$ cat src/rtl/core/pptcc_pkg.sv
// shared types, constants and register indexes for the ping/pong charge capture block
// no dependencies; compiled first
package pptcc_pkg;

    localparam int SAMPLE_BITS_DEF = 16;
    localparam int LEVEL_BITS      = 16;
    localparam int COUNT_BITS      = 10;
    localparam int GAIN_BITS       = 16;
    localparam int OFFSET_BITS     = 16;
    localparam int CHARGE_BITS     = 14;
    localparam int CHARGE_MAX      = 10240;
    localparam int CFG_IDX_BITS    = 3;
    localparam int CFG_DATA_BITS   = 16;

    localparam logic [LEVEL_BITS-1:0]  LEVEL_RST  = 16'd90;
    localparam logic [COUNT_BITS-1:0]  HOLD_RST   = 10'd42;
    localparam logic [COUNT_BITS-1:0]  DEAD_RST   = 10'd90;
    localparam logic [GAIN_BITS-1:0]   GAIN_RST   = 16'd19995;
    localparam logic [OFFSET_BITS-1:0] OFFSET_RST = 16'd1213;

    typedef enum logic [CFG_IDX_BITS-1:0] {
        CFG_TRIGGER_LEVEL = 3'd0,
        CFG_HOLD_DELAY    = 3'd1,
        CFG_DEAD_SAMPLES  = 3'd2,
        CFG_CHARGE_GAIN   = 3'd3,
        CFG_CHARGE_OFFSET = 3'd4
    } t_cfg_idx;

    // capture tag carried alongside the slow sample
    typedef struct packed {
        logic                  is_pong;
        logic [COUNT_BITS-1:0] position;
    } t_capture;

endpackage

$ cat src/rtl/core/pptcc_in_if.sv
// sample input channel: valid/ready plus one fast/slow sample pair
// depends on pptcc_pkg
interface pptcc_in_if #(
    parameter int SAMPLE_BITS = pptcc_pkg::SAMPLE_BITS_DEF
);
    logic                          valid;
    logic                          ready;
    logic signed [SAMPLE_BITS-1:0] fast_sample;
    logic signed [SAMPLE_BITS-1:0] slow_sample;
    logic                          event_start;

    modport source (output valid, output fast_sample, output slow_sample,
                    output event_start, input ready);
    modport sink   (input valid, input fast_sample, input slow_sample,
                    input event_start, output ready);
endinterface

$ cat src/rtl/core/pptcc_out_if.sv
// capture result channel: valid/ready plus charge, ping/pong flag and trigger position
// depends on pptcc_pkg
interface pptcc_out_if;
    logic                                   valid;
    logic                                   ready;
    logic [pptcc_pkg::CHARGE_BITS-1:0]      charge;
    logic                                   is_pong;
    logic [pptcc_pkg::COUNT_BITS-1:0]       trigger_position;

    modport source (output valid, output charge, output is_pong,
                    output trigger_position, input ready);
    modport sink   (input valid, input charge, input is_pong,
                    input trigger_position, output ready);
endinterface

$ cat src/rtl/core/pptcc_ctrl.sv
// trigger/phase sequencer: event window, ping/pong arming, dead and hold counters
// depends on pptcc_pkg and pptcc_in_if; holds the first pipeline register
module pptcc_ctrl #(
    parameter int SAMPLE_BITS = pptcc_pkg::SAMPLE_BITS_DEF
) (
    input  logic                                  i_clk,
    input  logic                                  i_rst_n,
    pptcc_in_if.sink                              i_sample,
    input  logic [pptcc_pkg::LEVEL_BITS-1:0]      i_level,
    input  logic [pptcc_pkg::COUNT_BITS-1:0]      i_hold_delay,
    input  logic [pptcc_pkg::COUNT_BITS-1:0]      i_dead_samples,
    input  logic                                  i_take,
    output logic                                  o_valid,
    output logic signed [SAMPLE_BITS-1:0]         o_slow,
    output pptcc_pkg::t_capture                   o_cap
);
    import pptcc_pkg::*;

    localparam int CMP_BITS = (SAMPLE_BITS > LEVEL_BITS) ? SAMPLE_BITS : LEVEL_BITS;
    localparam logic [COUNT_BITS-1:0] LAST_INDEX = {COUNT_BITS{1'b1}};

    typedef enum logic [1:0] {
        PH_PING = 2'd0,
        PH_DEAD = 2'd1,
        PH_PONG = 2'd2,
        PH_DONE = 2'd3
    } t_phase;

    t_phase                  r_phase, n_phase;
    logic [COUNT_BITS-1:0]   r_dead, n_dead;
    logic [COUNT_BITS-1:0]   r_hold, n_hold;
    logic                    r_pend, n_pend;
    logic                    r_ppong, n_ppong;
    logic [COUNT_BITS-1:0]   r_ppos, n_ppos;
    logic [COUNT_BITS-1:0]   r_idx, n_idx;
    logic                    r_valid;
    logic signed [SAMPLE_BITS-1:0] r_slow;
    t_capture                r_cap;

    logic                    w_en;
    logic                    w_accept;
    logic                    w_busy;
    logic                    w_fire;
    logic                    w_emit;
    logic [COUNT_BITS-1:0]   w_pos;
    t_capture                w_cap;
    logic signed [CMP_BITS-1:0] w_fast_x;
    logic signed [CMP_BITS-1:0] w_level_x;

    assign w_en       = !r_valid || i_take;
    assign i_sample.ready = w_en;
    assign w_accept   = i_sample.valid && w_en;
    assign w_fast_x   = CMP_BITS'(i_sample.fast_sample);
    assign w_level_x  = CMP_BITS'($signed(i_level));

    always_comb begin
        n_phase = r_phase;
        n_dead  = r_dead;
        n_hold  = r_hold;
        n_pend  = r_pend;
        n_ppong = r_ppong;
        n_ppos  = r_ppos;
        n_idx   = r_idx;
        w_emit  = 1'b0;
        w_cap   = '{is_pong: r_ppong, position: r_ppos};
        w_fire  = 1'b0;
        w_pos   = r_idx;
        w_busy  = 1'b0;

        // new event: clear phase and window
        if (i_sample.event_start) begin
            n_phase = PH_PING;
            n_dead  = '0;
            n_hold  = '0;
            n_pend  = 1'b0;
            n_idx   = '0;
        end
        w_pos  = n_idx;
        w_busy = n_pend;

        // pending capture counts down to its slow sample
        if (w_busy) begin
            n_hold = n_hold - 1'b1;
            if (n_hold == '0) begin
                w_emit = 1'b1;
                w_cap  = '{is_pong: r_ppong, position: r_ppos};
                n_pend = 1'b0;
            end
        end

        if (n_phase == PH_DEAD) begin
            n_dead = n_dead - 1'b1;
            if (n_dead == '0) begin
                n_phase = PH_PONG;
            end
        end

        w_fire = (n_phase == PH_PING || n_phase == PH_PONG) && (w_fast_x >= w_level_x)
                 && !w_busy;
        if (w_fire) begin
            if (n_phase == PH_PONG) begin
                n_phase = PH_DONE;
                n_ppong = 1'b1;
            end else begin
                n_phase = PH_DEAD;
                n_dead  = (i_dead_samples == '0) ? COUNT_BITS'(1) : i_dead_samples;
                n_ppong = 1'b0;
            end
            if (i_hold_delay == '0) begin
                // zero delay: capture the trigger sample itself
                w_emit = 1'b1;
                w_cap  = '{is_pong: n_ppong, position: w_pos};
                n_ppong = r_ppong;
            end else begin
                n_pend = 1'b1;
                n_hold = i_hold_delay;
                n_ppos = w_pos;
            end
        end

        // window end closes the event
        if (w_pos == LAST_INDEX) begin
            n_phase = PH_DONE;
            n_pend  = 1'b0;
        end else begin
            n_idx = w_pos + 1'b1;
        end
    end

    always_ff @(posedge i_clk) begin
        if (!i_rst_n) begin
            r_phase <= PH_PING;
            r_dead  <= '0;
            r_hold  <= '0;
            r_pend  <= 1'b0;
            r_ppong <= 1'b0;
            r_ppos  <= '0;
            r_idx   <= '0;
            r_valid <= 1'b0;
            r_slow  <= '0;
            r_cap   <= '0;
        end else begin
            if (w_accept) begin
                r_phase <= n_phase;
                r_dead  <= n_dead;
                r_hold  <= n_hold;
                r_pend  <= n_pend;
                r_ppong <= n_ppong;
                r_ppos  <= n_ppos;
                r_idx   <= n_idx;
            end
            if (w_en) begin
                r_valid <= w_accept && w_emit;
                r_slow  <= i_sample.slow_sample;
                r_cap   <= w_cap;
            end
        end
    end

    assign o_valid = r_valid;
    assign o_slow  = r_slow;
    assign o_cap   = r_cap;

endmodule

$ cat src/rtl/core/pptcc_scale.sv
// charge scaling pipeline: gain multiply, pedestal add, rounding, saturation, result register
// depends on pptcc_pkg and pptcc_out_if
module pptcc_scale #(
    parameter int SAMPLE_BITS = pptcc_pkg::SAMPLE_BITS_DEF
) (
    input  logic                                  i_clk,
    input  logic                                  i_rst_n,
    input  logic                                  i_valid,
    input  logic signed [SAMPLE_BITS-1:0]         i_slow,
    input  pptcc_pkg::t_capture                   i_cap,
    input  logic [pptcc_pkg::GAIN_BITS-1:0]       i_gain,
    input  logic [pptcc_pkg::OFFSET_BITS-1:0]     i_offset,
    output logic                                  o_take,
    pptcc_out_if.source                           o_capture
);
    import pptcc_pkg::*;

    localparam int PROD_BITS = SAMPLE_BITS + GAIN_BITS + 1;
    localparam int BIAS_BITS = OFFSET_BITS + 14;
    localparam int ACC_BITS  = ((PROD_BITS > BIAS_BITS) ? PROD_BITS : BIAS_BITS) + 1;
    localparam int Q_BITS    = ACC_BITS - 16;

    logic                        r_v2;
    logic signed [PROD_BITS-1:0] r_prod;
    t_capture                    r_cap2;
    logic                        r_v3;
    logic [CHARGE_BITS-1:0]      r_charge;
    t_capture                    r_cap3;

    logic                        w_en2;
    logic                        w_en3;
    logic signed [PROD_BITS-1:0] w_prod;
    logic [BIAS_BITS-1:0]        w_bias;
    logic signed [ACC_BITS-1:0]  w_acc;
    logic [Q_BITS-1:0]           w_q;
    logic [CHARGE_BITS-1:0]      w_charge;

    assign w_en3  = !r_v3 || o_capture.ready;
    assign w_en2  = !r_v2 || w_en3;
    assign o_take = w_en2;

    assign w_prod = PROD_BITS'(i_slow) * PROD_BITS'($signed({1'b0, i_gain}));

    // pedestal in 1/16 units scaled to Q16, plus half for round-half-up
    // two spare top bits keep the sum positive even at the largest pedestal
    assign w_bias = {2'b00, i_offset, 12'd0} + BIAS_BITS'(32768);
    assign w_acc  = ACC_BITS'(r_prod) + ACC_BITS'($signed(w_bias));
    assign w_q    = w_acc[ACC_BITS-1:16];

    always_comb begin
        if (w_acc[ACC_BITS-1]) begin
            w_charge = '0;
        end else if (w_q > Q_BITS'(CHARGE_MAX)) begin
            w_charge = CHARGE_BITS'(CHARGE_MAX);
        end else begin
            w_charge = w_q[CHARGE_BITS-1:0];
        end
    end

    always_ff @(posedge i_clk) begin
        if (!i_rst_n) begin
            r_v2 <= 1'b0;
            r_v3 <= 1'b0;
        end else begin
            if (w_en2) begin
                r_v2 <= i_valid;
            end
            if (w_en3) begin
                r_v3 <= r_v2;
            end
        end
    end

    always_ff @(posedge i_clk) begin
        if (w_en2) begin
            r_prod <= w_prod;
            r_cap2 <= i_cap;
        end
        if (w_en3) begin
            r_charge <= w_charge;
            r_cap3   <= r_cap2;
        end
    end

    assign o_capture.valid            = r_v3;
    assign o_capture.charge           = r_charge;
    assign o_capture.is_pong          = r_cap3.is_pong;
    assign o_capture.trigger_position = r_cap3.position;

endmodule

$ cat src/rtl/core/ping_pong_trigger_charge_capture.sv
// top level of the ping/pong discriminator-triggered charge capture block
// depends on pptcc_pkg, pptcc_in_if, pptcc_out_if, pptcc_ctrl and pptcc_scale
//
// one fast/slow shaper sample pair is taken per transfer, one per clock when the
// result side keeps up. the first fast sample at or above trigger_level in an
// event starts a ping capture; the slow sample hold_delay samples later is scaled
// by the Q0.16 gain, the 1/16-unit pedestal is added, rounded half up and
// saturated to 0..10240. from dead_samples after the ping trigger a second
// trigger gives the pong capture; later triggers are ignored, and an event
// closes after 1024 samples, dropping any capture still due. a capture reaches
// the result channel through the sequencer, multiplier and result registers
// after the transfer of the sample that completes it. each register stage only
// stalls when the stage after it is full, so bubbles are squeezed out and
// samples keep flowing while a result waits. configuration is written through
// the plain write port, only while idle: a user rule the block does not enforce
module ping_pong_trigger_charge_capture #(
    parameter int SAMPLE_BITS = pptcc_pkg::SAMPLE_BITS_DEF
) (
    input  logic                                   i_clk,
    input  logic                                   i_rst_n,
    input  logic                                   i_cfg_we,
    input  logic [pptcc_pkg::CFG_IDX_BITS-1:0]     i_cfg_idx,
    input  logic [pptcc_pkg::CFG_DATA_BITS-1:0]    i_cfg_data,
    pptcc_in_if.sink                               i_sample,
    pptcc_out_if.source                            o_capture
);
    import pptcc_pkg::*;

    // configuration registers
    logic [LEVEL_BITS-1:0]  r_level;
    logic [COUNT_BITS-1:0]  r_hold_delay;
    logic [COUNT_BITS-1:0]  r_dead_samples;
    logic [GAIN_BITS-1:0]   r_gain;
    logic [OFFSET_BITS-1:0] r_offset;

    // sequencer to scaler hand-off
    logic                          w_v1;
    logic signed [SAMPLE_BITS-1:0] w_slow;
    t_capture                      w_cap;
    logic                          w_take;

    always_ff @(posedge i_clk) begin
        if (!i_rst_n) begin
            r_level        <= LEVEL_RST;
            r_hold_delay   <= HOLD_RST;
            r_dead_samples <= DEAD_RST;
            r_gain         <= GAIN_RST;
            r_offset       <= OFFSET_RST;
        end else if (i_cfg_we) begin
            // writes beyond the register list are ignored
            unique case (t_cfg_idx'(i_cfg_idx))
                CFG_TRIGGER_LEVEL: r_level        <= i_cfg_data[LEVEL_BITS-1:0];
                CFG_HOLD_DELAY:    r_hold_delay   <= i_cfg_data[COUNT_BITS-1:0];
                CFG_DEAD_SAMPLES:  r_dead_samples <= i_cfg_data[COUNT_BITS-1:0];
                CFG_CHARGE_GAIN:   r_gain         <= i_cfg_data[GAIN_BITS-1:0];
                CFG_CHARGE_OFFSET: r_offset       <= i_cfg_data[OFFSET_BITS-1:0];
                default: ;
            endcase
        end
    end

    // trigger sequencing and capture selection, first register stage
    pptcc_ctrl #(
        .SAMPLE_BITS (SAMPLE_BITS)
    ) u_ctrl (
        .i_clk          (i_clk),
        .i_rst_n        (i_rst_n),
        .i_sample       (i_sample),
        .i_level        (r_level),
        .i_hold_delay   (r_hold_delay),
        .i_dead_samples (r_dead_samples),
        .i_take         (w_take),
        .o_valid        (w_v1),
        .o_slow         (w_slow),
        .o_cap          (w_cap)
    );

    // gain/pedestal scaling and result register
    pptcc_scale #(
        .SAMPLE_BITS (SAMPLE_BITS)
    ) u_scale (
        .i_clk     (i_clk),
        .i_rst_n   (i_rst_n),
        .i_valid   (w_v1),
        .i_slow    (w_slow),
        .i_cap     (w_cap),
        .i_gain    (r_gain),
        .i_offset  (r_offset),
        .o_take    (w_take),
        .o_capture (o_capture)
    );

endmodule

$ cat src/flat_wrapper.sv
// flat-port wrapper written by rule: the top's interface ports become plain ports
module ping_pong_trigger_charge_capture_flat import pptcc_pkg::*;
#(
    parameter int SAMPLE_BITS = pptcc_pkg::SAMPLE_BITS_DEF
)
  (i_clk, i_rst_n, i_cfg_we, i_cfg_idx, i_cfg_data, i_sample_valid, i_sample_fast_sample, i_sample_slow_sample, i_sample_event_start, i_sample_ready, o_capture_valid, o_capture_charge, o_capture_is_pong, o_capture_trigger_position, o_capture_ready);
  pptcc_in_if #(.SAMPLE_BITS(SAMPLE_BITS)) i_sample_i ();
  pptcc_out_if o_capture_i ();
  input  logic i_clk;
  input  logic i_rst_n;
  input  logic i_cfg_we;
  input  logic [pptcc_pkg::CFG_IDX_BITS-1:0] i_cfg_idx;
  input  logic [pptcc_pkg::CFG_DATA_BITS-1:0] i_cfg_data;
  input wire logic [$bits(i_sample_i.valid)-1:0] i_sample_valid;
  input wire logic [$bits(i_sample_i.fast_sample)-1:0] i_sample_fast_sample;
  input wire logic [$bits(i_sample_i.slow_sample)-1:0] i_sample_slow_sample;
  input wire logic [$bits(i_sample_i.event_start)-1:0] i_sample_event_start;
  output wire logic [$bits(i_sample_i.ready)-1:0] i_sample_ready;
  output wire logic [$bits(o_capture_i.valid)-1:0] o_capture_valid;
  output wire logic [$bits(o_capture_i.charge)-1:0] o_capture_charge;
  output wire logic [$bits(o_capture_i.is_pong)-1:0] o_capture_is_pong;
  output wire logic [$bits(o_capture_i.trigger_position)-1:0] o_capture_trigger_position;
  input wire logic [$bits(o_capture_i.ready)-1:0] o_capture_ready;
  assign i_sample_i.valid = i_sample_valid;
  assign i_sample_i.fast_sample = i_sample_fast_sample;
  assign i_sample_i.slow_sample = i_sample_slow_sample;
  assign i_sample_i.event_start = i_sample_event_start;
  assign i_sample_ready = i_sample_i.ready;
  assign o_capture_valid = o_capture_i.valid;
  assign o_capture_charge = o_capture_i.charge;
  assign o_capture_is_pong = o_capture_i.is_pong;
  assign o_capture_trigger_position = o_capture_i.trigger_position;
  assign o_capture_i.ready = o_capture_ready;
  ping_pong_trigger_charge_capture #(.SAMPLE_BITS(SAMPLE_BITS)) u_core (.i_clk(i_clk), .i_rst_n(i_rst_n), .i_cfg_we(i_cfg_we), .i_cfg_idx(i_cfg_idx), .i_cfg_data(i_cfg_data), .i_sample(i_sample_i), .o_capture(o_capture_i));
endmodule
$ cat config.mk
export PLATFORM = sky130hd
export DESIGN_NAME = ping_pong_trigger_charge_capture_flat
export DESIGN_NICKNAME = d
export VERILOG_FILES = /design/src/rtl/core/pptcc_pkg.sv /design/src/rtl/core/pptcc_in_if.sv /design/src/rtl/core/pptcc_out_if.sv /design/src/rtl/core/pptcc_ctrl.sv /design/src/rtl/core/pptcc_scale.sv /design/src/rtl/core/ping_pong_trigger_charge_capture.sv /design/src/flat_wrapper.sv
export SDC_FILE = /design/constraint.sdc
export NUM_CORES = 1
export LEC_CHECK = 0
export BUFFER_PORTS_ARGS = -buffer_cell sky130_fd_sc_hd__buf_2
export CAP_MARGIN = 20
export CORE_MARGIN = 5
export CORE_UTILIZATION = 60
export DETAILED_ROUTE_END_ITERATION = 7
export GPL_TIMING_DRIVEN = 0
export PLACE_DENSITY = 0.85
export SLEW_MARGIN = 20
export SYNTH_ARGS = -nofsm -noshare
export SYNTH_HDL_FRONTEND = slang
export SYNTH_SLANG_ARGS = --single-unit
$ cat constraint.sdc
create_clock -name i_clk -period 19.2 [get_ports i_clk]
set_clock_uncertainty 0.2 [all_clocks]
set_input_delay 1.92 -clock i_clk [delete_from_list [all_inputs] [get_ports i_clk]]
set_output_delay 1.92 -clock i_clk [all_outputs]
set_load 0.005 [all_outputs]
After elaboration in Yosys (flattened, before gate mapping)
Cells that the tools add are included.
W data, S select, Z words.
{"block": "totals", "output_inout_bits": 27, "register_bits": 211, "wordCells": 97}
{"block": "op_classes", "n_eq_ne": 7, "bitwise_logic": 1, "n_reduce_logical": 25, "magnitude_cmp": 2, "mul": 1, "add_sub_neg": 5, "mux": 31}
{"cell": "$mux W10", "count": 11}
{"cell": "$logic_not A10 Y1", "count": 4}
{"cell": "$add A33 B30 Y34", "count": 1}
{"cell": "$mul A16 B17 Y33", "count": 1}
{"cell": "$add A28 B16 Y29 const B", "count": 1}
{"cell": "$mux W11", "count": 2}
{"cell": "$sub A10 B1 Y10 const B", "count": 2}
{"cell": "$gt A18 B14 Y1 const B", "count": 1}
{"cell": "$ge A16 B16 Y1", "count": 1}
{"cell": "$mux W14", "count": 1}
{"cell": "$mux W2", "count": 6}
{"cell": "$mux W1", "count": 11}
{"cell": "$add A10 B1 Y10 const B", "count": 1}
{"cell": "$eq A10 B10 Y1 const B", "count": 1}
{"cell": "$reduce_and A2 Y1", "count": 5}
{"cell": "$eq A3 B2 Y1 const B", "count": 2}
{"cell": "$logic_and A1 B1 Y1", "count": 4}
{"cell": "$logic_not A1 Y1", "count": 4}
{"cell": "$logic_or A1 B1 Y1", "count": 4}
{"cell": "$eq A3 B1 Y1 const B", "count": 1}
{"cell": "$eq A3 B3 Y1 const B", "count": 1}
{"cell": "$logic_not A3 Y1", "count": 1}
{"cell": "$reduce_and A3 Y1", "count": 1}
{"cell": "$eq A2 B1 Y1 const B", "count": 1}
{"cell": "4 further kinds", "count": 4}

Logic depth before layout (Yosys ltp)
Gate-level depths: netlist of the first run.
{"block": "depth", "depth_word": 11, "depth_mapped": 23, "ltp_nobuf": 21}

Modules after synthesis
Synthesis of the first run repeated with hierarchy kept, for this count alone.
{"block": "unflattened", "hier_cells": 2006, "hier_area_um2": 18256.3}
{"mod": "pptcc_scale", "cells_each": 1176, "n_inst": 1, "area_per_inst_um2": 11305.8, "seq_area_each_um2": 1751.7}
{"mod": "pptcc_ctrl", "cells_each": 570, "n_inst": 1, "area_per_inst_um2": 4264.1, "seq_area_each_um2": 1441.4}
{"mod": "ping_pong_trigger_charge_capture", "cells_each": 260, "n_inst": 1, "area_per_inst_um2": 2686.3, "seq_area_each_um2": 1361.3}

Least setup slack after synthesis of the first run
No wires, ideal clock.
{"block": "synth_path", "path_kind": "register to register", "startpoint": "reg u_core.u_ctrl.r_slow[7], in the netlist u_core.u_ctrl.o_slow[7]", "endpoint": "reg u_core.u_scale.r_prod[32], data pin", "n_path_buf": 2, "setup_slack_ns": 12.511, "stages_incl_launch_ff": 22, "arrival_ns": 6.220, "required_time_ns": 18.730, "period_less_slack_ns": 6.689, "path_cell_list": "dfxtp_1 > clkbuf_1 > clkbuf_1 > nand2_1 > fa_1 > inv_1 > fa_1 > fa_1 > fa_1 > fa_1 > inv_1 > fa_1 > inv_1 > ha_1 > o21ai_0 > a22oi_1 > and3_1 > a211o_1 > a311oi_1 > o211ai_1 > a2111oi_0 > nor3b_1"}
{"block": "synth_via", "elab_chain_len": 1}
{"element": "start, declared", "line": "pptcc_ctrl.sv:37", "source": "logic signed [SAMPLE_BITS-1:0] r_slow;"}
{"element": "start signal, assigned", "line": "pptcc_ctrl.sv:154", "source": "r_slow <= i_sample.slow_sample;"}
{"element": "$mul A16 B17 Y33", "line": "pptcc_scale.sv:42", "source": "assign w_prod = PROD_BITS'(i_slow) * PROD_BITS'($signed({1'b0, i_gain}));"}
{"element": "via u_core.u_scale.w_prod[32]", "line": "pptcc_scale.sv:32", "source": "logic signed [PROD_BITS-1:0] w_prod;"}
{"element": "end signal, assigned", "line": "pptcc_scale.sv:76", "source": "r_prod <= w_prod;"}
{"element": "end, declared", "line": "pptcc_scale.sv:24", "source": "logic signed [PROD_BITS-1:0] r_prod;"}
The timed path passes the listed nets, and every way through them passes these cells.
A chain may end at the register's enable or synchronous reset.

Final worst setup path of the first run
{"block": "layout_path", "startpoint": "reg u_core.r_gain[5]", "endpoint": "reg u_core.u_scale.r_prod[32], data pin"}
{"block": "layout_via", "elab_chain_len": 1}
{"element": "start, declared", "line": "ping_pong_trigger_charge_capture.sv:33", "source": "logic [GAIN_BITS-1:0] r_gain;"}
{"element": "start signal, assigned", "line": "ping_pong_trigger_charge_capture.sv:55", "source": "CFG_CHARGE_GAIN: r_gain <= i_cfg_data[GAIN_BITS-1:0];"}
{"element": "$mul A16 B17 Y33", "line": "pptcc_scale.sv:42"}
{"element": "via u_core.u_scale.w_prod[32]", "line": "pptcc_scale.sv:32"}
The timed path passes the listed nets, and every way through them passes these cells.

==> reports/results.txt, run 1 <==
The summed area of non-filler cells in the final layout is 19400 sq um, and the max-cap violation count is 0. The total vias in the final route was 15200. The flow ran to the end, and the final reports show no timing, DRC or antenna violations. In the routed design, unresolved DRC markers number 0. Of all flip-flops after synthesis, the portion carrying an async set or reset was 0%. The die is 183 um wide. The top cell types in the final layout, fill and taps aside, are sky130_fd_sc_hd__nand2_1 (351), sky130_fd_sc_hd__inv_1 (276), sky130_fd_sc_hd__fa_1 (193). For the worst setup path, the data required time is 19.17 ns. The number of vias per cell after detailed routing was 5.97. Number of antenna violations at the first check in global routing: 0. The minimum period implied by the final worst setup slack works out to 8.14 ns. For the number of global-route vias before repair, the log shows 15700.

The overflow left after global routing came out at 0. In this run, the number of DRC markers left after iteration 0 of detailed routing was 1588. The run gives 0 as the number of hold buffers added after CTS.

The count of pins over their slew limit was 0. In this run the power density over the cells is 86.6 nW/um^2. Setup repair after global routing left no endpoint under its margin.

Endpoint kind of the worst setup timing path: a register. The tools report the initial core utilization as 60.6%. The tools report the post-synthesis sequential area ratio as 25.5%. The finished layout holds 2547 standard cells, fillers aside. Transition time of the tightest slew-check pin: 0.956 ns. The final critical-path share of the clock period is 42.4%, and the power after layout is 1.68 mW.

The arrival time reported for the critical path endpoint is 8.12 ns, and the setup TNS after final layout is 0 ns. After legalization and detailed placement, the total HPWL measured 37.9 mm. The run gives 0 as the number of cells upsized or downsized after cts. The logs give 29500 sq um for the area of the core and 2551 for the number of nets in the final layout.

Count of final hold-check violations: 0. The worst setup path is launched from a register. The average wire length per cell after detail routing was 19.1 um.

The largest fanout on the critical path was 10. Type of the tightest min-delay check: reg -> reg. TritonCTS built the clock tree. The worst-case clock buffer depth is 2. Setup violations remaining at the end of the flow were counted as 0. After synthesis the cells add up to 17900 sq um. For this run, the top clock speed supported by timing is 0.123 GHz. The floorplan die area is 33300 sq um, and the quantity of I/O buffers inserted on ports is 81. Headroom to the max-slew limit came out at 36.2%. The logs give 4 for the H-tree level count and 8.96 nW for the leakage power figure.

The initialized floorplan defines 63 standard-cell rows. Clock latency on the worst-skew pair, taken at its later pin, is 0.45 ns. The critical path start-end classification was reg -> reg.

After clock tree synthesis, the clock-pin slew on the worst setup and hold paths is 0.08 ns. The mean post-synth cell area was 8.74 sq um. In this run the vertical extent of the chip is 183 um.

The tools report the number of buffers added by the clock tree synthesis step as 17. CTS saw 199 sinks. The total of flip-flops plus latches after synthesis works out to 199. Leaving out fill and tap cells, the most frequent cell in the layout is sky130_fd_sc_hd__nand2_1. The number of antenna diodes in the final layout is 0. For the global routing usage summed across all routing layers, the log shows 29.7%. The count of nets left with antenna violations once routing finished came out at 0. After synthesis, the netlist uses 75 different library cells. Synthesis produced a netlist with a net count of 2451. The synthesis-to-layout area growth was 8.44%; the number of cells after detailed placement was 2515. The tools report the number of warning messages in the yosys log as 0. After detailed placement, the total cell area comes to 18800 sq um.

Counting every instance in the synthesized netlist gives 2044. The number of enable flip-flop cells after synthesis came out at 57. The tightest hold margin came out at 0.223 ns. First-pass GRT wire length: 79.2 mm. Entering global routing, the biggest net connects 33 pins. For this design the top-level I/O count stands at 84. The post-route netlist has 6.17% of its cells at a drive strength greater than 1. The routability-driven placement congestion ratio is 0.952. Fill cells in the final layout number 2315.

The worst-case vdd ir drop was 0.0688 mV. Most used flip-flop cell after synthesis: sky130_fd_sc_hd__dfxtp_1. For this run, the detailed router's first-pass iteration total came to 6.

The number of setup buffers added after CTS is 0. CTS placed an instance of sky130_fd_sc_hd__clkbuf_16 at the clock tree root. Wires add up to 48.6 mm.
[synthesized netlist by cell type (all sizes together), types with 21 or more instances]
| cell | count | share of area, % |
|---|---|---|
| xnor2 | 31 | 1.5 |
| fa | 193 | 22 |
| edfxtp | 57 | 9.6 |
| inv | 277 | 5.8 |
| o21ai | 55 | 1.5 |
| nor2b | 21 | 0.74 |
| nand3 | 56 | 1.6 |
| nor3 | 35 | 1.0 |
| nand2 | 353 | 7.4 |
| mux2i | 25 | 1.4 |
| xor2 | 24 | 1.2 |
| a21oi | 129 | 3.6 |
| and2 | 125 | 4.4 |
| clkbuf | 89 | 1.9 |
| dfxtp | 142 | 16 |
| nor2 | 88 | 1.9 |
| ha | 157 | 11 |
[metrics by stage]
stage | util (%) | setup slack, ns
floorplan | - | 12.51
global placement | 63.6 | 11.50
detailed placement | 63.6 | 11.20
CTS | 65.7 | 11.19
global route | 65.7 | 10.68
finish | 65.7 | 11.06
[area by class of cell]
cell class	instances	area (sq um)	area share, %
flip-flops and latches	199	4550	23.5
clock buffers	17	425	2.20
inverters	277	1040	5.37
multi-input cells	1474	11900	61.5
repair buffers	81	405	2.09
well taps	390	488	2.52
clock inverters	15	186	0.963
plain buffers	94	358	1.85
[power breakdown]
group / switching, mW / leakage (nW) / total, mW / internal, mW
logic: 0.467 / 6.85 / 0.782 / 0.315
clock network: 0.189 / 0.300 / 0.369 / 0.180
registers: 0.0290 / 1.82 / 0.526 / 0.497
total: 0.684 / 8.96 / 1.68 / 0.993
[cells by family (layout without fill, tap and decap cells)]
logic type / count (synthesis) / in the layout / synth area share [%]
buf+inv: 371 / 484 / 7.83
mux: 27 / 27 / 1.53
simple gates: 753 / 753 / 19.9
xor+xnor: 55 / 55 / 2.70
fa+ha+maj: 351 / 351 / 32.7
compound gates: 288 / 288 / 9.85
flops: 199 / 199 / 25.5
[final timing paths]
check | slack [ns] | to | depth (start not counted) | startpoint
worst min register to register | 0.22 | u_core.u_scale.o_capture.trigger_position[6] | 0 | u_core.u_scale.r_cap2[6]
worst max-delay path | 11.06 | u_core.u_scale.r_prod[32] | 22 | u_core.r_gain[5]
worst min-delay path | 0.22 | u_core.u_scale.o_capture.trigger_position[6] | 0 | u_core.u_scale.r_cap2[6]
worst max register to register | 11.06 | u_core.u_scale.r_prod[32] | 22 | u_core.r_gain[5]
[sequential cells by signal (all words and copies together), names as in the netlist, 2 cells and up]
signal and cells:
u_core.r_gain 16, u_core.u_ctrl.r_ppos 10, u_core.u_ctrl.r_hold 10, u_core.u_scale.o_capture.charge 14
u_core.r_offset 16, u_core.r_level 16, u_core.u_ctrl.r_dead 10, u_core.u_scale.o_capture.trigger_position 10
u_core.u_ctrl.o_slow 16, u_core.r_hold_delay 10, u_core.u_ctrl.r_idx 10, u_core.u_ctrl.r_phase 2
u_core.u_ctrl.o_cap 11, u_core.u_scale.r_prod 21, u_core.u_scale.r_cap2 11, u_core.r_dead_samples 10
[critical path: stages (launching register included)]
cell and delay, ns:
sky130_fd_sc_hd__dfxtp_1 0.69, sky130_fd_sc_hd__clkbuf_1 0.59, sky130_fd_sc_hd__nand2_1 0.19, sky130_fd_sc_hd__fa_1 0.57
sky130_fd_sc_hd__inv_1 0.05, sky130_fd_sc_hd__fa_1 0.49, sky130_fd_sc_hd__inv_1 0.05, sky130_fd_sc_hd__fa_1 0.47
sky130_fd_sc_hd__inv_1 0.06, sky130_fd_sc_hd__fa_1 0.52, sky130_fd_sc_hd__fa_1 0.57, sky130_fd_sc_hd__inv_1 0.06
sky130_fd_sc_hd__fa_1 0.60, sky130_fd_sc_hd__inv_1 0.06, sky130_fd_sc_hd__ha_1 0.34, sky130_fd_sc_hd__inv_1 0.11
sky130_fd_sc_hd__nor3_1 0.07, sky130_fd_sc_hd__a221oi_1 0.38, sky130_fd_sc_hd__o211ai_1 0.29, sky130_fd_sc_hd__a311oi_1 0.62
sky130_fd_sc_hd__o211ai_1 0.26, sky130_fd_sc_hd__nand3_1 0.11, sky130_fd_sc_hd__nor3b_1 0.51
[layer usage]
metal	vias to the layer above	GRT usage (%)	part of all wire, %
li1	6865	-	-
met1	7337	38.1	38
met2	838	49.7	48
met3	173	5.40	10
met4	0	12.5	4.5
met5	-	0	0
No activity file was read; power rests on OpenSTA's default activity.
==> run 2: changes to the inputs <==
Settings changed: ABC_AREA set to 1, CORE_UTILIZATION 60 to 58, PLACE_DENSITY 0.85 to 0.86.
Clock period 19.2 ns to 7.2 ns, I/O delays scaled along.
==> run 2 against run 1 <==
Compared with the run above: setup slack got worse by 11 ns; critical path type unchanged; clock-buffer cell count did not move; core utilization fell by 2.1 points; highest routed layer unchanged; critical endpoint unchanged.
==> reports/results.txt, run 2 <==
Type of the tightest min-delay check: reg -> reg. Walking the worst path, the cells encountered are clkbuf_1 > clkbuf_2 > nand2_1 > fa_1 > fa_1 > inv_1 > fa_1 > fa_1 > fa_1 > inv_1 > fa_1 > inv_1 > ha_1 > a21oi_1 > inv_1 > a31oi_1 > nand2_1 > a21boi_1 > o21bai_1 > nand2_1 > nand2_1 > xor2_1. Counting stages on the worst path, the most repeated cell is sky130_fd_sc_hd__fa_1. The number of cells after detailed placement is 3070 (+22%). The final cell count without fillers came out at 3088 (+21%).

The logs give 58.7% (-1.9 points) for the initial core utilization and 0.46 ns (about the same) for the clock latency on the worst-skew pair. The largest stage delay on the critical path is 0.62 ns (-0.07 ns). The ratio of cells with drive above 1 in the final layout is 6.99% (+0.83 points), and the total vias in the final route is 16900 (+11%). The tools report the required time of the critical path as 7.21 ns (-11.96 ns). The tools report the routability-driven placement congestion ratio as 0.995 (+4.6%). The critical path is of the reg -> reg type. Number of clock sinks: 199 (unchanged). The total DRC errors in the routed layout came out at 0 (unchanged). For the final count of negative-setup-slack endpoints, the log shows 0 (unchanged). The leakage power figure was 11.2 nW (+25%); the number of fill cells was 2872 (+24%). The transition time of the tightest slew-check pin came out at 0.947 ns (-0.00912 ns).

The largest fanout on the critical path is 10 (unchanged), and the starting DRC count in detailed routing is 1480 (-6.8%). The arrival time reported for the critical path endpoint was 7.04 ns (-1.08 ns); the number of buffers added by the clock tree synthesis step was 17 (unchanged). The remaining max-slew budget at the tightest pin came out at 36.9% (+0.68 points).

Endpoint kind of the worst setup timing path: a register. For the global-route met2 utilization, the log shows 47.3% (-2.4 points). Count of buffering cells on the critical path with inverters included: 6 (-1). Master of the slowest instance on the critical path: sky130_fd_sc_hd__fa_1.

Flip-flop count of the largest register after layout: 21 (unchanged). The run gives 4 (unchanged) as the H-tree level count. Post-placement setup slack: -0.145 ns (-11.35 ns). The count of buffers added by post-CTS timing repair for setup is 0 (unchanged), and the maximum number of pins on one net before global-route repair is 35 (+6.1%). The minimum period implied by the final worst setup slack is 7.03 ns (-1.11 ns). The number of hold buffers added after CTS was 0 (unchanged); the worst-case vdd ir drop was 0.178 mV (+160%). The run gives 2953 (+20%) as the synthesized net count. The share of the synthesized area in the top cell type is 20.2% (-1.4 points). The run gives 12100 sq um (+1.3%) as the area of the multi-input gates.

The quantity of I/O buffers inserted on ports came out at 82 (+1.2%). The logs give 85.0 mm (+7.2%) for the first-pass GRT wire length and 6 (unchanged) for the length of the first detailed-routing pass in iterations. Commonest non-fill, non-tap cell in the layout: sky130_fd_sc_hd__nand2_1. The setup slack of the critical path after layout was 0.170 ns (-10.89 ns); the number of instances in the synthesized netlist was 2546 (+25%). The area of the core was 32500 sq um (+10%); the floorplan die area was 36700 sq um (+10%). The half-perimeter wire length of the detailed placement result is 42.3 mm (+12%).

The number of vias per cell after detailed routing is 5.46 (-8.6%), and the area of the mapped netlist is 19100 sq um (+7.0%). Ratio of total power to cell area: 247 nW/um^2 (+190%). The number of diodes added for antenna fixing was 0 (unchanged). The register name with the most flops was u_core.u_scale.r_prod. The distinct cell type count after synthesis is 47 (-37%). The count of pins over their slew limit is 0 (unchanged). The run finished with clean final reports. From synthesis to final layout, the design area changed by 8.32%. The post-synthesis sequential area ratio is 23.9% (-1.7 points), and the highest clock rate is 0.142 GHz (+16%).

The tools report the worst-case clock buffer depth as 2 (unchanged). Footprint of the flip-flops and latches: 4560 sq um (+0.11%). Setup repair after global routing left no endpoint under its margin. The most used flip-flop cell after synthesis is sky130_fd_sc_hd__dfxtp_1. Number of warning messages in the yosys log: 0 (unchanged). The height of the chip came out at 191 um (+4.9%). The tools report the nature of the critical path startpoint as a register. The number of enable flip-flop cells after synthesis is 57 (unchanged). The run gives 84 (unchanged) as the count of pins on the block boundary. The commonest cells after synthesis are sky130_fd_sc_hd__nand2_1 (582), sky130_fd_sc_hd__inv_1 (531), sky130_fd_sc_hd__nor2_1 (212). The global routing usage summed across all routing layers came out at 29.3% (-0.40 points).

The max-cap violation count is 0 (unchanged). The number of antenna violations at the first check in global routing is 1 (+1). The cell sitting at the root of the clock tree is a sky130_fd_sc_hd__clkbuf_16.

Met1 track demand over resource: 39.5% (+1.4 points). Number of global-route vias before repair: 16600 (+5.6%). The kind of cell with the highest combined delay along the critical path is adder cells.

The overflow left after global routing is 0 (unchanged). The final critical-path share of the clock period came out at 97.6% (+55 points). The library cells used most frequently in the layout, excluding fill and tap cells, are sky130_fd_sc_hd__nand2_1 (582), sky130_fd_sc_hd__inv_1 (530), sky130_fd_sc_hd__nor2_1 (212). The total of flip-flops plus latches after synthesis is 199 (unchanged). For the routing usage on met3, the log shows 4.95% (-0.45 points).

The clock slew at the register clock pins of the worst setup and hold paths is 0.08 ns (about the same). The final antenna-violating net count is 0 (unchanged), and the x dimension of the die is 191 um (+4.9%). The post-synthesis async set-or-reset flop share is 0% (unchanged), and the wire length reported by the detailed router is 52.9 mm (+8.9%). The run gives 0 (unchanged) as the count of final hold-check violations. The mean post-synth cell area works out to 7.50 sq um (-14%).

Floorplan row count: 66 (+4.8%). met2 is the most crowded layer. Dominant cell type by area after synthesis: sky130_fd_sc_hd__fa_1.

Library cell with the highest instance count after synthesis: sky130_fd_sc_hd__nand2_1. The run gives 5 (+5) as the number of cells upsized or downsized after cts. In the post-synthesis netlist, the biggest area contributors are sky130_fd_sc_hd__fa_1 (20%), sky130_fd_sc_hd__dfxtp_1 (15%), sky130_fd_sc_hd__nand2_1 (11%).

The average wire length per cell after detail routing is 17.1 um (-10%). TritonCTS built the clock tree. The tools report the number of nets in the final layout as 3040 (+19%).
## run 2: cell count changes in the layout (fill, tap and decap cells not counted), sizes merged, moves of 15 or more
cell	delta
nor2b	-21
o21ai	+85
inv	+257
mux2i	-25
nand3	+33
nand2	+238
nor2	+128
and2	-124
nor3	-17
xnor2	-15
## run 2: path summary, 6_finish.rpt
| kind | cells after the start | endpoint | from | slack [ns] |
|---|---|---|---|---|
| hold / removal | 0 | u_core.u_scale.o_capture.trigger_position[3] | u_core.u_scale.r_cap2[3] | 0.22 |
| hold reg to reg | 0 | u_core.u_scale.o_capture.trigger_position[3] | u_core.u_scale.r_cap2[3] | 0.22 |
| setup / recovery | 22 | u_core.u_scale.r_prod[32] | u_core.u_ctrl.o_slow[13] | 0.17 |
| setup reg to reg | 22 | u_core.u_scale.r_prod[32] | u_core.u_ctrl.o_slow[13] | 0.17 |
## run 2: logic make-up (layout without fill, tap and decap cells)
family | after synthesis | in the layout | share of synthesized area [%]
flip-flops | 199 | 199 | 23.9
AO/OA/AOI/OAI | 339 | 339 | 9.74
XOR/XNOR | 51 | 51 | 2.34
AND/OR/NAND/NOR | 956 | 956 | 20.5
buffers and inverters | 651 | 751 | 13.0
adder cells (fa/ha/maj) | 350 | 350 | 30.5
## run 2: metal layers
metal / vias to the layer above / part of all wire [%]
met5: - / 0
met4: 0 / 4.8
met3: 180 / 9.0
met2: 822 / 45
met1: 7847 / 41
li1: 8014 / -
## run 2: through the flow
stage	setup TNS (ns)	total power [mW]	hold slack (ns)	area, sq um	util, %
2_1_floorplan	0	3.33	0.200	19100	-
3_3_place_gp	-0.0887	3.99	0.203	20100	61.7
3_5_place_dp	-0.145	4.05	0.205	20100	61.7
4_1_cts	0	5.08	0.225	20700	63.6
5_1_grt	0	5.55	0.231	20700	63.6
6_report	0	5.11	0.224	20700	63.6
## run 2: worst reg2reg max path, delay by kind of cell (launching register included)
family                   cells  cell delay [ns]
AO/OA/AOI/OAI                4             0.80
XOR/XNOR                     1             0.36
adder cells (fa/ha/maj)      7             3.67
buffers and inverters        6             1.04
flip-flops                   1             0.32
AND/OR/NAND/NOR              4             0.40
## run 2: layout make-up
cell class | instances | area share [%]
Clock inverter | 15 | 1.04
Inverter | 541 | 9.83
Buffer | 96 | 2.09
Multi-Input combinational cell | 1696 | 58.3
Tap cell | 442 | 2.67
Sequential cell | 199 | 22.0
Timing Repair Buffer | 82 | 1.98
Clock buffer | 17 | 2.06
## run 2: report_power, final
part / internal (mW) / switching (mW) / leakage (nW) / total [mW]
Clock: 0.489 / 0.535 / 0.308 / 1.02
Combinational: 0.974 / 1.71 / 9.09 / 2.69
Sequential: 1.34 / 0.0635 / 1.82 / 1.40
Total: 2.80 / 2.31 / 11.2 / 5.11
==> run 3: changes to the inputs <==
Settings changed: PLACE_DENSITY 0.86 to 0.79.
==> run 3 against run 2 <==
Compared with the run above: clock-buffer cell count is 1 higher; cell count hardly changed; global-route usage is 0.28 points lower; die area stayed put; worst hold slack worse by 0.0037 ns; sequential power hardly changed; combinational power hardly changed; largest cell class unchanged; critical path depth stayed put; register-to-register slack better by 0.13 ns; wire length is 1.1% lower; non-clock buffer count is 3 higher.
==> reports/results.txt, run 3 (synthesis gave the netlist of run 2 again) <==
u_core.u_scale.r_prod holds more flip-flops than any other register. Area of the core: 32500 sq um (unchanged). For the required time of the critical path, the log shows 7.18 ns (-0.03 ns).

The clock slew at the register clock pins of the worst setup and hold paths was 0.08 ns (about the same). The quantity of I/O buffers inserted on ports was 82 (unchanged). The floorplan die area is 36700 sq um (unchanged), and the worst-case vdd ir drop is 0.186 mV (+4.7%). The half-perimeter wire length of the detailed placement result was 42.3 mm (-0.11%); the total DRC errors in the routed layout was 0 (unchanged). The tools report the overflow left after global routing as 0 (unchanged). Traced cell by cell, the critical path runs through clkbuf_1 > clkbuf_2 > nand2_1 > fa_1 > fa_1 > fa_1 > inv_1 > fa_1 > fa_1 > inv_1 > fa_1 > inv_1 > ha_1 > a21oi_1 > inv_1 > a31oi_1 > nand2_1 > a21boi_1 > o21bai_1 > nand2_1 > nand2_1 > xor2_2. The tightest min-delay check is of the reg -> reg type. The minimum period implied by the final worst setup slack was 6.90 ns (-0.129 ns); the number of antenna violations at the first check in global routing was 0 (-1). The floorplan row count was 66 (unchanged). The logs give 16500 (-0.45%) for the number of global-route vias before repair and 0.46 ns (about the same) for the clock latency on the worst-skew pair. The count of final hold-check violations is 0 (unchanged), and the first-pass GRT wire length is 84.0 mm (-1.1%). On the critical path, the stage with the largest delay is an instance of sky130_fd_sc_hd__fa_1.

The worst setup path is captured at a register. The tools report the number of nets in the final layout as 3043 (+0.099%). The number of diodes added for antenna fixing is 0 (unchanged), and the ratio of total power to cell area is 245 nW/um^2 (-0.93%).

The final critical-path share of the clock period came out at 95.8% (-1.8 points). In the layout the commonest cells are sky130_fd_sc_hd__nand2_1 (582), sky130_fd_sc_hd__inv_1 (530), sky130_fd_sc_hd__nor2_1 (212). For the length of the first detailed-routing pass in iterations, the log shows 8 (+2). The wire length reported by the detailed router came out at 52.3 mm (-1.1%).

The number of cells after detailed placement was 3070 (unchanged); the ratio of cells with drive above 1 in the final layout was 6.98% (-0.0079 points). Global routing usage summed across all routing layers: 29.0% (-0.28 points). Critical path start-end classification: reg -> reg.

By instance count, the cell type seen most on the critical path is sky130_fd_sc_hd__fa_1. The final cell count without fillers came out at 3091 (+0.097%). The run gives 39.9% (+3.0 points) as the remaining max-slew budget at the tightest pin. The flip-flop count of the largest register after layout is 21 (unchanged), and the maximum number of pins on one net before global-route repair is 35 (unchanged).

The run gives 0 (unchanged) as the count of pins over their slew limit. The flow ran to the end, and the final reports show no timing, DRC or antenna violations. The transition time of the tightest slew-check pin is 0.902 ns (-0.0450 ns), and the final antenna-violating net count is 0 (unchanged).

The x dimension of the die is 191 um (unchanged), and the max-cap violation count is 0 (unchanged). The tightest hold margin came out at 0.220 ns (-0.00370 ns). The root cell of the clock tree is sky130_fd_sc_hd__clkbuf_16.

The number of buffers added by the clock tree synthesis step is 17 (unchanged), and the count of pins on the block boundary is 84 (unchanged). The tools report the highest clock rate as 0.145 GHz (+1.9%). The number of fill cells was 2940 (+2.4%). The nature of the critical path startpoint was a register. The run gives 16800 (-0.42%) as the total vias in the final route.

The largest fanout on the critical path was 10 (unchanged). The post-placement setup slack was -0.0581 ns (+0.0865 ns); the height of the chip was 191 um (unchanged). Final count of negative-setup-slack endpoints: 0 (unchanged).

The synthesis-to-layout area growth is 8.13%, and the initial core utilization is 58.7% (unchanged). For the H-tree level count, the log shows 4 (unchanged). The starting DRC count in detailed routing came out at 1528 (+3.2%).

For the arrival time reported for the critical path endpoint, the log shows 6.88 ns (-0.16 ns). Setup repair after global routing left no endpoint under its margin. Leaving out fill and tap cells, the most frequent cell in the layout is sky130_fd_sc_hd__nand2_1. The tools report the area of the multi-input gates as 12100 sq um (about the same). The setup TNS after final layout is 0 ns (unchanged). TritonCTS built the clock tree.

The footprint of the flip-flops and latches is 4560 sq um (about the same). The number of vias per cell after detailed routing is 5.43 (-0.51%), and the routability-driven placement congestion ratio is 0.955 (-4.0%). For the number of clock sinks, the log shows 199 (unchanged). The setup slack of the critical path after layout is 0.299 ns (+0.129 ns), and the average wire length per cell after detail routing is 16.9 um (-1.2%). The tools report the worst-case clock buffer depth as 2 (unchanged). The run gives 0 (unchanged) as the number of hold buffers added after CTS.

For the leakage power figure, the log shows 11.2 nW (-0.10%). The largest stage delay on the critical path works out to 0.60 ns (-0.02 ns).
-- run 3: critical path, delay by kind of cell (launching register included) --
| family | cells | cell delay [ns] |
|---|---|---|
| adder cells (fa/ha/maj) | 7 | 3.60 |
| buffers and inverters | 6 | 1.09 |
| AO/OA/AOI/OAI | 4 | 0.78 |
| AND/OR/NAND/NOR | 4 | 0.42 |
| flip-flops | 1 | 0.33 |
| XOR/XNOR | 1 | 0.19 |
-- run 3: final timing paths --
check                                start                                            to  slack (ns)  depth (start not counted)
hold reg to reg   u_core.u_scale.r_cap2[8]  u_core.u_scale.o_capture.trigger_position[8]        0.22                          0
setup reg to reg         u_core.r_gain[12]                     u_core.u_scale.r_prod[32]        0.30                         22
hold / removal    u_core.u_scale.r_cap2[8]  u_core.u_scale.o_capture.trigger_position[8]        0.22                          0
setup / recovery         u_core.r_gain[12]                     u_core.u_scale.r_prod[32]        0.30                         22
-- run 3: power breakdown --
| group | leakage, nW | internal (mW) | switching, mW | total, mW |
|---|---|---|---|---|
| logic | 9.10 | 0.969 | 1.72 | 2.69 |
| registers | 1.82 | 1.34 | 0.0570 | 1.40 |
| clock network | 0.292 | 0.475 | 0.492 | 0.967 |
-- run 3: metrics by stage --
stage               power [mW]  util [%]  cell area, sq um
finish                    5.06      63.5             20600
global route              5.47      63.5             20600
CTS                       5.04      63.5             20700
detailed placement        4.05      61.7             20100
global placement          4.02      61.7             20100
floorplan                 3.33         -             19100
-- run 3: layer usage --
| layer | track usage [%] | vias to the layer above | wire [um] |
|---|---|---|---|
| li1 | - | 8024 | - |
| met1 | 37.4 | 7887 | 21200 |
| met2 | 48.7 | 744 | 24900 |
| met3 | 4.55 | 138 | 3970 |
| met4 | 12.6 | 0 | 2260 |
| met5 | 0 | - | 0 |
-- run 3: timing repair --
action,4_1_cts,5_1_grt
hold endpoints to repair,0,0
gates resized for setup,5,47
setup endpoints to repair,1,3
setup buffers,0,0
-- run 3: layout make-up --
cell class	count	area share, %
multi-input combinational	1696	58.4
sequential	199	22.1
inverter	541	9.85
tap	442	2.68
buffer	99	2.16
clock buffer	18	2.13
timing repair buffer	82	1.99
clock inverter	14	0.715
